`src/hdl/pfr_pkg.sv`:
```
// ----------------------------------------------------------------------------
// pfr_pkg: shared types and constants for the planar frame rotator
// cordic angle table, gain and stage counts, pipeline stage enables
// ----------------------------------------------------------------------------
package pfr_pkg;

  // cordic datapath in q2.30, phase in 32-bit binary angle units
  localparam int CordicStages = 30;
  localparam int CordicWidth  = 32;
  localparam int PhaseWidth   = 32;
  localparam logic signed [CordicWidth-1:0] CordicGain = 32'sd652032874;

  // coordinate split for the partial products
  localparam int SplitBits = 24;
  // total register stages: input, cordic, map, multiply, add, saturate
  localparam int PipeDepth = CordicStages + 5;

  typedef enum logic [1:0] {
    QUAD_0 = 2'd0,
    QUAD_1 = 2'd1,
    QUAD_2 = 2'd2,
    QUAD_3 = 2'd3
  } quad_e;

  typedef struct packed {
    logic mul;
    logic add;
    logic sat;
  } dot_en_t;

  // atan(2^-i) in phase units, full turn = 2^32
  function automatic logic signed [CordicWidth-1:0] atan_lut(input logic [4:0] idx);
    logic signed [CordicWidth-1:0] a;
    case (idx)
      5'd0:    a = 32'sd536870912;
      5'd1:    a = 32'sd316933406;
      5'd2:    a = 32'sd167458907;
      5'd3:    a = 32'sd85004756;
      5'd4:    a = 32'sd42667331;
      5'd5:    a = 32'sd21354465;
      5'd6:    a = 32'sd10679838;
      5'd7:    a = 32'sd5340245;
      5'd8:    a = 32'sd2670163;
      5'd9:    a = 32'sd1335087;
      5'd10:   a = 32'sd667544;
      5'd11:   a = 32'sd333772;
      5'd12:   a = 32'sd166886;
      5'd13:   a = 32'sd83443;
      5'd14:   a = 32'sd41722;
      5'd15:   a = 32'sd20861;
      5'd16:   a = 32'sd10430;
      5'd17:   a = 32'sd5215;
      5'd18:   a = 32'sd2608;
      5'd19:   a = 32'sd1304;
      5'd20:   a = 32'sd652;
      5'd21:   a = 32'sd326;
      5'd22:   a = 32'sd163;
      5'd23:   a = 32'sd81;
      5'd24:   a = 32'sd41;
      5'd25:   a = 32'sd20;
      5'd26:   a = 32'sd10;
      5'd27:   a = 32'sd5;
      5'd28:   a = 32'sd3;
      5'd29:   a = 32'sd1;
      default: a = '0;
    endcase
    return a;
  endfunction

endpackage

```
`src/hdl/pfr_cordic_stage.sv`:
```
// ----------------------------------------------------------------------------
// pfr_cordic_stage: one registered cordic micro-rotation
// rotates (x, y) by +/- atan(2^-STAGE) steered by the sign of z
// ----------------------------------------------------------------------------
module pfr_cordic_stage #(
  parameter int STAGE = 0
) (
  input  logic                                      clk_i,
  input  logic                                      en_i,
  input  logic signed [pfr_pkg::CordicWidth-1:0]    x_i,
  input  logic signed [pfr_pkg::CordicWidth-1:0]    y_i,
  input  logic signed [pfr_pkg::CordicWidth-1:0]    z_i,
  output logic signed [pfr_pkg::CordicWidth-1:0]    x_o,
  output logic signed [pfr_pkg::CordicWidth-1:0]    y_o,
  output logic signed [pfr_pkg::CordicWidth-1:0]    z_o
);

  localparam logic signed [pfr_pkg::CordicWidth-1:0] Angle = pfr_pkg::atan_lut(5'(STAGE));

  logic signed [pfr_pkg::CordicWidth-1:0] x_sh, y_sh;
  logic signed [pfr_pkg::CordicWidth-1:0] x_d, y_d, z_d;
  logic signed [pfr_pkg::CordicWidth-1:0] x_q, y_q, z_q;

  // arithmetic shifts round toward minus infinity
  assign x_sh = x_i >>> STAGE;
  assign y_sh = y_i >>> STAGE;

  always_comb begin
    if (!z_i[pfr_pkg::CordicWidth-1]) begin
      x_d = x_i - y_sh;
      y_d = y_i + x_sh;
      z_d = z_i - Angle;
    end else begin
      x_d = x_i + y_sh;
      y_d = y_i - x_sh;
      z_d = z_i + Angle;
    end
  end

  always_ff @(posedge clk_i) begin
    if (en_i) begin
      x_q <= x_d;
      y_q <= y_d;
      z_q <= z_d;
    end
  end

  assign x_o = x_q;
  assign y_o = y_q;
  assign z_o = z_q;

endmodule

```
`config.mk`:
```
export PLATFORM = sky130hd
export DESIGN_NAME = pfr_cordic_stage
export DESIGN_NICKNAME = d
export VERILOG_FILES = /design/src/hdl/pfr_pkg.sv /design/src/hdl/pfr_cordic_stage.sv
export SDC_FILE = /design/constraint.sdc
export NUM_CORES = 1
export LEC_CHECK = 0
export BUFFER_PORTS_ARGS = -buffer_cell sky130_fd_sc_hd__buf_4
export CORE_MARGIN = 2
export CORE_UTILIZATION = 44
export DETAILED_ROUTE_END_ITERATION = 12
export PLACE_DENSITY = 0.67
export REMOVE_ABC_BUFFERS = 1
export SETUP_SLACK_MARGIN = 0.15
export SLEW_MARGIN = 20
export SYNTH_ARGS = -nofsm -noshare
export SYNTH_HDL_FRONTEND = slang
export SYNTH_SLANG_ARGS = --single-unit
```
`constraint.sdc`:
```
create_clock -name clk_i -period 4.25 [get_ports clk_i]
set_input_delay 0.2125 -clock clk_i [delete_from_list [all_inputs] [get_ports clk_i]]
set_output_delay 0.2125 -clock clk_i [all_outputs]
set_load 0.01 [all_outputs]
```
Word level (Yosys, flattened, before mapping)
Cells that the tools add are included.

$add $sub $neg: 5. Multiplexer cells: 3.

Operators with widths (count): $mux W32 (3); $sub A32 B32 Y32 (2); $add A32 B31 Y32 const B (1); $add A32 B32 Y32 (1); $sub A32 B31 Y32 const B (1).

Register bits: 96. Input port bits: 98. Output and inout port bits: 96.

Longest topological paths before layout
Gate-level depths: netlist (run 1).

Depth after elaboration: 2. Gate-level depth with buffers: 12. Gate-level depth less buffers: 11.

Worst setup path after synthesis (run 1)
Ideal clock, no wire load.

Path type: input -> register. From: input x_i[0] in the netlist's numbering. To: register y_q, in the netlist y_o[30], data pin. Data arrival time: 2.512 ns. Required time: 3.986 ns. Slack: 1.474 ns. Cell stages on the path: 11. Buffers on the path: 0. Path through: ha_1 -> fa_1 -> nor2b_1 -> o311ai_1 -> a21oi_1 -> a31oi_2 -> nor2_1 -> a211o_1 -> a2111oi_2 -> o311ai_1 -> xnor2_1.

Word-level cells in the longest chain between the ends: 2.

RTL lines: start: declaration (line pfr_cordic_stage.sv:10) `input logic signed [pfr_pkg::CordicWidth-1:0] x_i,`; $add A32 B32 Y32 / $sub A32 B32 Y32 (equally long branches) (line pfr_cordic_stage.sv:31, pfr_cordic_stage.sv:35); $mux W32 (*) (line pfr_cordic_stage.sv:29) `if (!z_i[pfr_pkg::CordicWidth-1]) begin`; via y_d, one bit (line pfr_cordic_stage.sv:21) `logic signed [pfr_pkg::CordicWidth-1:0] x_d, y_d, z_d;`; end signal: assignment (line pfr_cordic_stage.sv:43) `y_q <= y_d;`; end: declaration (line pfr_cordic_stage.sv:22) `logic signed [pfr_pkg::CordicWidth-1:0] x_q, y_q, z_q;`.

Mark *: on every way through the listed nets, which the timed path passes. The rest lies on a longest branch. A chain may end at the register's enable or synchronous reset.

Worst setup path in the final report (run 1)
From: input x_i[1] in the netlist's numbering. To: register y_q, in the netlist y_o[31], data pin.

The elaborated chain is that of the path after synthesis.

==> flow_summary_export.csv, run 1 <==
group,metric,value,unit
run_status,status,"finished, final reports clean",
clock_tree,cts_hold_buf,0,
min_path,min_path_type,"primary input to register",
detailed_routing,drc,0,
detailed_routing,drt_first_pass_iters,6,
setup_path,worst_setup_path_end_kind,"register",
finish,drive_above_1_share,0.220,
yosys,ys_seq_elements,95,
finish,area_delta_synth_final,22.1,%
yosys,synthDistinctLibCells,71,
sta,finalHoldViolations,0,
finish,fill_cells,1756,
job,cap_violations,0,
sta,tns,0,ps
finish,diodes,0,
sta,rsz0062_at_grt,"false",
grt,grt.total_usage,0.245,
setup_path,critical_path_class,"primary input to register",
clock_tree,cts.htree.levels,3,
setup_path,crit_chain,"buf_4, inv_1, ha_1, nor2b_1, o31ai_1, a211oi_1, o31ai_1, nand2_1, a31oi_1, nand3_1, o311ai_2, xnor2_1",
clock_tree,cts_max_path_buffers,2,
die,rows,50,
detailed_routing,via_per_inst,5.57,
sta,finalWorstSetupSlack,1220,ps
sta,holdWs,35.1,ps
yosys,synthFlopType,"edfxtp_1",
place,post-dp-hpwl,20100,um
yosys,synth_edf_count,95,
yosys,synthCells,953,
detailed_routing,wl_per_cell,18.4,um
die,dieArea,20400,um^2
yosys,ys.warnings.count,0,
grt,grt.met3_usage,0.0339,
pwr,power.total,3.32,mW
yosys,synth_adder_area_share,0.157,
detailed_routing,drtAntennaViolNets,0,
grt,grt_pass1_vias,7303,
clock_tree,clk_pin_slew,70,ps
grt,grtUsageMet2,0.401,
yosys,synth_top_family_by_area,"compound AO/OA/AOI/OAI gates",
grt,grt_util_met1,0.336,
sta,period_share,0.714,
die,io_pins,194,
grt,grt_busiest_layer,"met2",
setup_path,cp_slowest_stage_delay,530,ps
grt,grt_max_degree,76,
setup_path,start_kind,"primary input",
detailed_routing,vias,7708,
sta,setup_viol,0,
detailed_routing,drtIter0Drc,587,
sta,min_period,3030,ps
die,initial_core_util,0.451,
place,port_buffers,193,
grt,antenna_found_initial,0,
setup_path,crit_slowest_cell,"o31ai_1",
place,routabilityCongestion,0.953,
detailed_routing,routed_wl,25500,um
grt,grt_pass1_wl,39100,um
sta,fmax,330,MHz
pwr,static-leakage-power,4.56,nW
sta,tightest_slew,988,ps
clock_tree,cts_root_buffer,"clkbuf_16",
yosys,yosys.area_share.simple,0.122,
yosys,syn_area,8500,um^2
die,coreArea,18800,um^2
clock_tree,clock_sinks,95,
pwr,powerDensity,320,nW/um^2
setup_path,crit_path_max_fanout,5,
yosys,async_reset_ff_frac,0,
clock_tree,cts_buffers,9,
place,place_ws,869,ps
setup_path,cp.arrival,3120,ps
sta,slew_headroom,0.341,
clock_tree,cts_resized,0,
setup_path,crit_top_cell,"o31ai_1",
die,die_y,143,um
die,die_width,143,um
clock_tree,cts_tree,"done",
yosys,synth-xor-area-share,0.0639,
yosys,synth_compound_area_frac,0.238,
yosys,muxShareOfSynthArea,0.0131,
clock_tree,postCtsSetupBuffers,0,
sta,slew_viol_final,0,
pwr,vdd_drop_max,255,uV
yosys,yosysSeqAreaShare,0.336,
yosys,syn_area_per_cell,8.91,um^2
grt,grt-ovfl-total,0,
setup_path,required,4340,ps
finish,fin_nets,1322,
metrics by stage:
step                      utilization  cell area [um^2]  instances
final                           0.551             10400       1384
after global routing            0.551             10400       1384
after CTS                       0.551             10400       1384
after detailed placement        0.536             10100       1368
after global placement          0.536             10100       1368
after floorplan                     -              8280        911
path summary, 6_finish.rpt:
check | start | end | slack (ps) | cells after the start
worst max-delay path | x_i[1] | y_o[31]$_DFFE_PP_ | 1220 | 12
worst min-delay path | z_i[28] | z_o[28]$_DFFE_PP_ | 40 | 1
routing by layer:
layer  wire [um]  part of all wire
met2       11300              0.44
met5           0                 0
met4         652             0.026
met3        2190             0.086
met1       11300              0.45
logic make-up (layout without fill, tap and decap cells):
| logic type | count (synthesis) | after routing |
|---|---|---|
| buf+inv | 143 | 314 |
| xor+xnor | 62 | 62 |
| flops | 95 | 95 |
| compound gates | 315 | 315 |
| simple gates | 222 | 222 |
| mux | 11 | 11 |
| fa+ha+maj | 105 | 105 |
final cells by class:
| cell class | instances | area (um^2) | share of cell area |
|---|---|---|---|
| clock buffer | 9 | 225 | 0.0217 |
| clock inverter | 7 | 61.3 | 0.00591 |
| inverter | 101 | 379 | 0.0366 |
| multi-input combinational | 715 | 5050 | 0.487 |
| sequential | 95 | 2850 | 0.275 |
| tap | 260 | 325 | 0.0314 |
| timing repair buffer | 197 | 1480 | 0.143 |
cells in the mapped netlist (all sizes together) (4+ instances only):
cell | n | area (um^2)
a211oi | 17 | 143
a21boi | 9 | 71.3
a21o | 20 | 150
a21oi | 119 | 599
a31oi | 7 | 50.1
buf | 20 | 133
clkbuf | 22 | 82.6
edfxtp | 95 | 2850
ha | 102 | 1280
inv | 98 | 368
mux2i | 10 | 100
nand2 | 44 | 165
nand2b | 5 | 31.3
nand3 | 15 | 75.1
nand4 | 12 | 75.1
nor2 | 90 | 340
nor2b | 13 | 81.3
nor3 | 18 | 101
nor4 | 7 | 43.8
o211ai | 10 | 80.1
o21a | 5 | 37.5
o21ai | 64 | 324
o21bai | 23 | 173
o22ai | 5 | 31.3
o311ai | 4 | 50.1
o31ai | 12 | 100
or2 | 5 | 31.3
xnor2 | 56 | 490
xor2 | 6 | 52.6
cell usage in the layout (no fill, tap or decap), drive strengths merged, types with 17 or more instances in the layout:
| cell type | instances |
|---|---|
| buf | 197 |
| a211oi | 17 |
| inv | 102 |
| edfxtp | 95 |
| o21bai | 23 |
| a21o | 20 |
| a21oi | 119 |
| xnor2 | 56 |
| nor3 | 18 |
| ha | 102 |
| nand2 | 44 |
| o21ai | 64 |
| nor2 | 90 |
sequential cells by signal (all words and copies together), names as in the netlist:
| signal | flops |
|---|---|
| x_o | 31 |
| y_o | 32 |
| z_o | 32 |
worst max-delay path, delay by kind of cell:
kind,cells,cell delay (ps)
XOR/XNOR,1,100
buffers and inverters,2,180
adder cells (fa/ha/maj),1,350
AO/OA/AOI/OAI,5,1750
AND/OR/NAND/NOR,3,530
report_power, final:
part | internal [mW] | switching (mW) | total, mW
clock | 0.411 | 0.411 | 0.822
sequential | 1.21 | 0.0406 | 1.25
combinational | 0.529 | 0.724 | 1.25
total | 2.15 | 1.18 | 3.32
Power figures use the tool's default switching activity.
==> inputs of run 2 (changes only) <==
==> constraint.sdc (replaced) <==
create_clock -name clk_i -period 3 [get_ports clk_i]
set_input_delay 0.15 -clock clk_i [delete_from_list [all_inputs] [get_ports clk_i]]
set_output_delay 0.15 -clock clk_i [all_outputs]
set_load 0.01 [all_outputs]
==> run 2 against run 1 <==
  * Critical path depth is 1 higher
  * Core utilization is 4.7 points higher
  * Count of clock-buffer cells in the layout stayed put
  * Total power is 50% higher
  * Largest cell class unchanged
  * Largest power group is now combinational logic
==> flow_summary_export.csv, run 2 (synthesized netlist as in run 1, its figures left out) <==
group,metric,value,unit
run_status,status,"finished, final reports clean",
sta,finalWorstSetupSlack,319,ps
job,cap_violations,0,
grt,grt_pass1_vias,8002,
die,die_y,143,um
sta,slew_headroom,0.574,
sta,tightest_slew,635,ps
detailed_routing,vias,8089,
clock_tree,cts.htree.levels,3,
die,coreArea,18800,um^2
place,post-dp-hpwl,20900,um
clock_tree,clk_pin_slew,70,ps
pwr,power.total,4.99,mW
die,io_pins,194,
sta,holdWs,73.7,ps
finish,fill_cells,1692,
grt,grt_pass1_wl,41600,um
detailed_routing,drc,0,
place,place_ws,-133,ps
die,dieArea,20400,um^2
sta,tns,0,ps
clock_tree,cts_buffers,9,
detailed_routing,wl_per_cell,18.0,um
finish,diodes,0,
detailed_routing,via_per_inst,5.45,
pwr,powerDensity,443,nW/um^2
die,initial_core_util,0.451,
setup_path,crit_path_max_fanout,13,
detailed_routing,routed_wl,26800,um
place,routabilityCongestion,0.980,
die,rows,50,
pwr,static-leakage-power,5.05,nW
sta,setup_viol,0,
sta,rsz0062_at_grt,"false",
clock_tree,cts_max_path_buffers,2,
finish,layout_common_cells,"buf_4 (267), a21oi_1 (117), ha_1 (102)",
grt,grt_max_degree,78,
grt,grt-ovfl-total,0,
setup_path,worst_setup_path_end_kind,"register",
finish,finalInstanceArea,11300,um^2
clock_tree,cts_tree,"done",
finish,area_delta_synth_final,32.6,%
pwr,vdd_drop_max,248,uV
grt,grt.total_usage,0.261,
finish,fin_nets,1422,
sta,slew_viol_final,0,
clock_tree,cts_root_buffer,"clkbuf_16",
setup_path,start_kind,"primary input",
place,port_buffers,193,
clock_tree,clock_sinks,95,
finish,layout_commonest_cell,"buf_4",
sta,min_period,2680,ps
setup_path,critical_path_class,"primary input to register",
place,dpl_cell_area,10600,um^2
detailed_routing,drtIter0Drc,568,
setup_path,cp.arrival,2780,ps
grt,antenna_found_initial,0,
detailed_routing,drtAntennaViolNets,0,
sta,finalHoldViolations,0,
setup_path,required,3100,ps
die,die_width,143,um
sta,period_share,0.894,
sta,fmax,373,MHz
min_path,min_path_type,"primary input to register",
detailed_routing,drt_first_pass_iters,6,
finish,drive_above_1_share,0.260,
clock_tree,postCtsSetupBuffers,0,
-- run 2: path summary, 6_finish.rpt --
path | start | cells after the start | end
setup / recovery | x_i[7] | 13 | y_o[31]$_DFFE_PP_
hold / removal | z_i[29] | 2 | z_o[29]$_DFFE_PP_
-- run 2: routing by layer --
metal  wire length (um)  track usage
met1              11700        0.345
met2              12100        0.430
met3               2170       0.0426
met4                750        0.100
met5                  0            0
-- run 2: worst max-delay path: stages --
cell,delay (ps)
buf_4,90
inv_1,40
ha_1,470
nor2_1,200
and3_1,160
a21boi_2,240
o21ai_2,130
o211ai_2,280
a211oi_2,100
buf_4,170
o311a_4,370
o311ai_2,280
xnor2_1,90
-- run 2: final cells by class --
| class | count | area [um^2] | area share |
|---|---|---|---|
| clock buffer | 9 | 225 | 0.0200 |
| clock inverter | 7 | 92.6 | 0.00822 |
| inverter | 101 | 379 | 0.0337 |
| multi-input combinational | 715 | 5070 | 0.450 |
| sequential | 95 | 2850 | 0.253 |
| tap | 260 | 325 | 0.0289 |
| timing repair buffer | 297 | 2310 | 0.206 |
-- run 2: metrics by stage --
stage,util,cells
finish,0.598,1484
global route,0.598,1484
CTS,0.597,1484
detailed placement,0.565,1439
global placement,0.565,1439
floorplan,-,911
-- run 2: what timing repair did --
action                                  CTS  global route
endpoints found under the hold margin    29             0
hold buffers                             29             0
gates resized for setup                   0             3
endpoints found under the setup margin    0             2
-- run 2: report_power, final --
group	internal (mW)	switching, mW
Combinational	0.889	1.07
Clock	0.732	0.539
Sequential	1.71	0.0539
Total	3.33	1.66
==> inputs of run 3 (changes only) <==
--- a/config.mk
+++ b/config.mk
@@ -6,9 +6,12 @@
 export NUM_CORES = 1
 export LEC_CHECK = 0
 export BUFFER_PORTS_ARGS = -buffer_cell sky130_fd_sc_hd__buf_4
+export CORE_ASPECT_RATIO = 1.25
 export CORE_MARGIN = 2
 export CORE_UTILIZATION = 44
 export DETAILED_ROUTE_END_ITERATION = 12
+export HOLD_SLACK_MARGIN = 0.12
+export MAX_ROUTING_LAYER = met4
 export PLACE_DENSITY = 0.67
 export REMOVE_ABC_BUFFERS = 1
 export SETUP_SLACK_MARGIN = 0.15
==> run 3 against run 2 <==
  * Worst setup slack lost 2.1 ps
  * Die area about the same
  * Critical path depth shrank 1
  * Clock power shrank 9%
  * Total power is 2.5% lower
  * Final area grew 0.44%
  * Global-route usage decreased by 0.29 points
  * Hold slack gained 76 ps
  * Non-clock buffer count increased by 18
  * Count of clock-buffer cells in the layout unchanged
  * Fmax hardly changed
  * First-iteration DRC count is 6.2% higher
  * Largest cell class unchanged
==> flow_summary_export.csv, run 3 (synthesized netlist as in run 1, its figures left out) <==
group,metric,value,unit
setup_path,start_kind,"primary input",
setup_path,crit_buf_inv,1,
setup_path,crit_path_max_fanout,3,
detailed_routing,wl_per_cell,17.6,um
detailed_routing,drt_first_pass_iters,5,
sta,period_share,0.894,
grt,grt-ovfl-total,0,
finish,fill_cells,1706,
die,initial_core_util,0.451,
sta,rsz0062_at_grt,"false",
setup_path,endpoint,"y_o[30]$_DFFE_PP_",
detailed_routing,drtAntennaViolNets,0,
clock_tree,cts_buffers,9,
clock_tree,cts_tree,"done",
setup_path,required,3090,ps
finish,layout_commonest_cell,"buf_4",
detailed_routing,drc,0,
grt,grt.total_usage,0.258,
sta,tns,0,ps
detailed_routing,vias,8121,
finish,layout_common_cells,"buf_4 (285), a21oi_1 (117), ha_1 (102)",
grt,antenna_found_initial,0,
sta,slew_headroom,0.624,
grt,grt_pass1_vias,8026,
finish,fin_nets,1440,
grt,grt_pass1_wl,40600,um
pwr,swShare,0.342,
place,post-dp-hpwl,20800,um
pwr,vdd_drop_max,262,uV
grt,grt_max_degree,50,
finish,diodes,0,
setup_path,crit_slowest_cell,"fa_1",
finish,drive_above_1_share,0.271,
setup_path,cp_slowest_stage_delay,410,ps
sta,holdWs,150,ps
die,die_width,128,um
finish,finalInstanceArea,11300,um^2
sta,min_period,2680,ps
pwr,p_clk_frac,0.237,
clock_tree,clock_sinks,95,
job,cap_violations,0,
run_status,status,"finished, final reports clean",
sta,setup_viol,0,
die,io_pins,194,
detailed_routing,drtIter0Drc,603,
clock_tree,clk_pin_slew,70,ps
place,routabilityCongestion,0.955,
pwr,combPwrFrac,0.401,
die,rows,56,
die,die_y,159,um
die,dieArea,20400,um^2
pwr,powerDensity,430,nW/um^2
setup_path,cp.arrival,2780,ps
setup_path,startpoint,"x_i[0]",
sta,slew_viol_final,0,
clock_tree,cts.htree.levels,3,
detailed_routing,routed_wl,26000,um
sta,tightest_slew,559,ps
setup_path,crit_cells,12,
setup_path,worst_setup_path_end_kind,"register",
clock_tree,cts_max_path_buffers,2,
pwr,power.total,4.87,mW
finish,fin_cells,1474,
place,place_ws,-166,ps
place,port_buffers,193,
finish,utilization,0.600,
sta,finalWorstSetupSlack,317,ps
pwr,p_sw,1.67,mW
setup_path,crit_family,"compound AO/OA/AOI/OAI gates",
setup_path,crit_chain,"buf_4, ha_1, fa_1, nor2b_1, o311ai_2, a21oi_2, a31oi_2, nor2_1, a211o_1, a2111oi_2, o311ai_1, xnor2_1",
pwr,static-leakage-power,5.11,nW
sta,fmax,373,MHz
min_path,min_path_type,"primary input to register",
place,dp_cells,1428,
pwr,seqPwrFrac,0.362,
clock_tree,cts_root_buffer,"clkbuf_16",
detailed_routing,via_per_inst,5.51,
pwr,p_int,3.20,mW
finish,area_delta_synth_final,33.2,%
setup_path,critical_path_class,"primary input to register",
place,dpl_cell_area,10700,um^2
sta,finalHoldViolations,0,
die,coreArea,18800,um^2
run 3: routing by layer:
layer / GRT usage / vias up / wire length, um
met4: 0.0929 / 0 / 879
met5: - / - / 0
li1: - / 3953 / -
met1: 0.278 / 3842 / 9860
met2: 0.481 / 269 / 14100
met3: 0.0302 / 57 / 1130
run 3: power by group through the flow:
| stage | Sequential, mW | Combinational, mW | Clock, mW |
|---|---|---|---|
| 6_report | 1.76 | 1.95 | 1.15 |
| 5_1_grt | 1.78 | 2.11 | 1.22 |
| 4_1_cts | 1.76 | 1.94 | 1.18 |
| 3_5_place_dp | 1.80 | 1.90 | 0 |
| 3_3_place_gp | 1.79 | 1.88 | 0 |
| 2_1_floorplan | 1.89 | 0.894 | 0 |
run 3: worst min-delay path by stage:
stage                 start                 to  slack [ps]  cells past startpoint
floorplan            z_i[0]   z_o[0]$_DFFE_PP_         250                      0
global placement     z_i[6]   z_o[6]$_DFFE_PP_         330                      1
detailed placement  z_i[18]  z_o[18]$_DFFE_PP_         330                      1
CTS                 z_i[30]  z_o[30]$_DFFE_PP_         130                      2
global route        z_i[30]  z_o[30]$_DFFE_PP_         160                      2
finish              z_i[30]  z_o[30]$_DFFE_PP_         150                      2
run 3: final cells by class:
type / count / area (um^2) / share of cell area
clock buffers: 9 / 225 / 0.0199
clock inverters: 7 / 65.1 / 0.00575
inverters: 101 / 379 / 0.0335
multi-input cells: 715 / 5060 / 0.447
flip-flops and latches: 95 / 2850 / 0.252
well taps: 232 / 290 / 0.0257
repair buffers: 315 / 2440 / 0.216
run 3: repair_timing:
action | CTS | global route
hold buffers | 30 | 0
endpoints found under the setup margin | 0 | 2
hold endpoints to repair | 30 | 0
buffers inserted | 0 | 0
gates resized for setup | 0 | 2
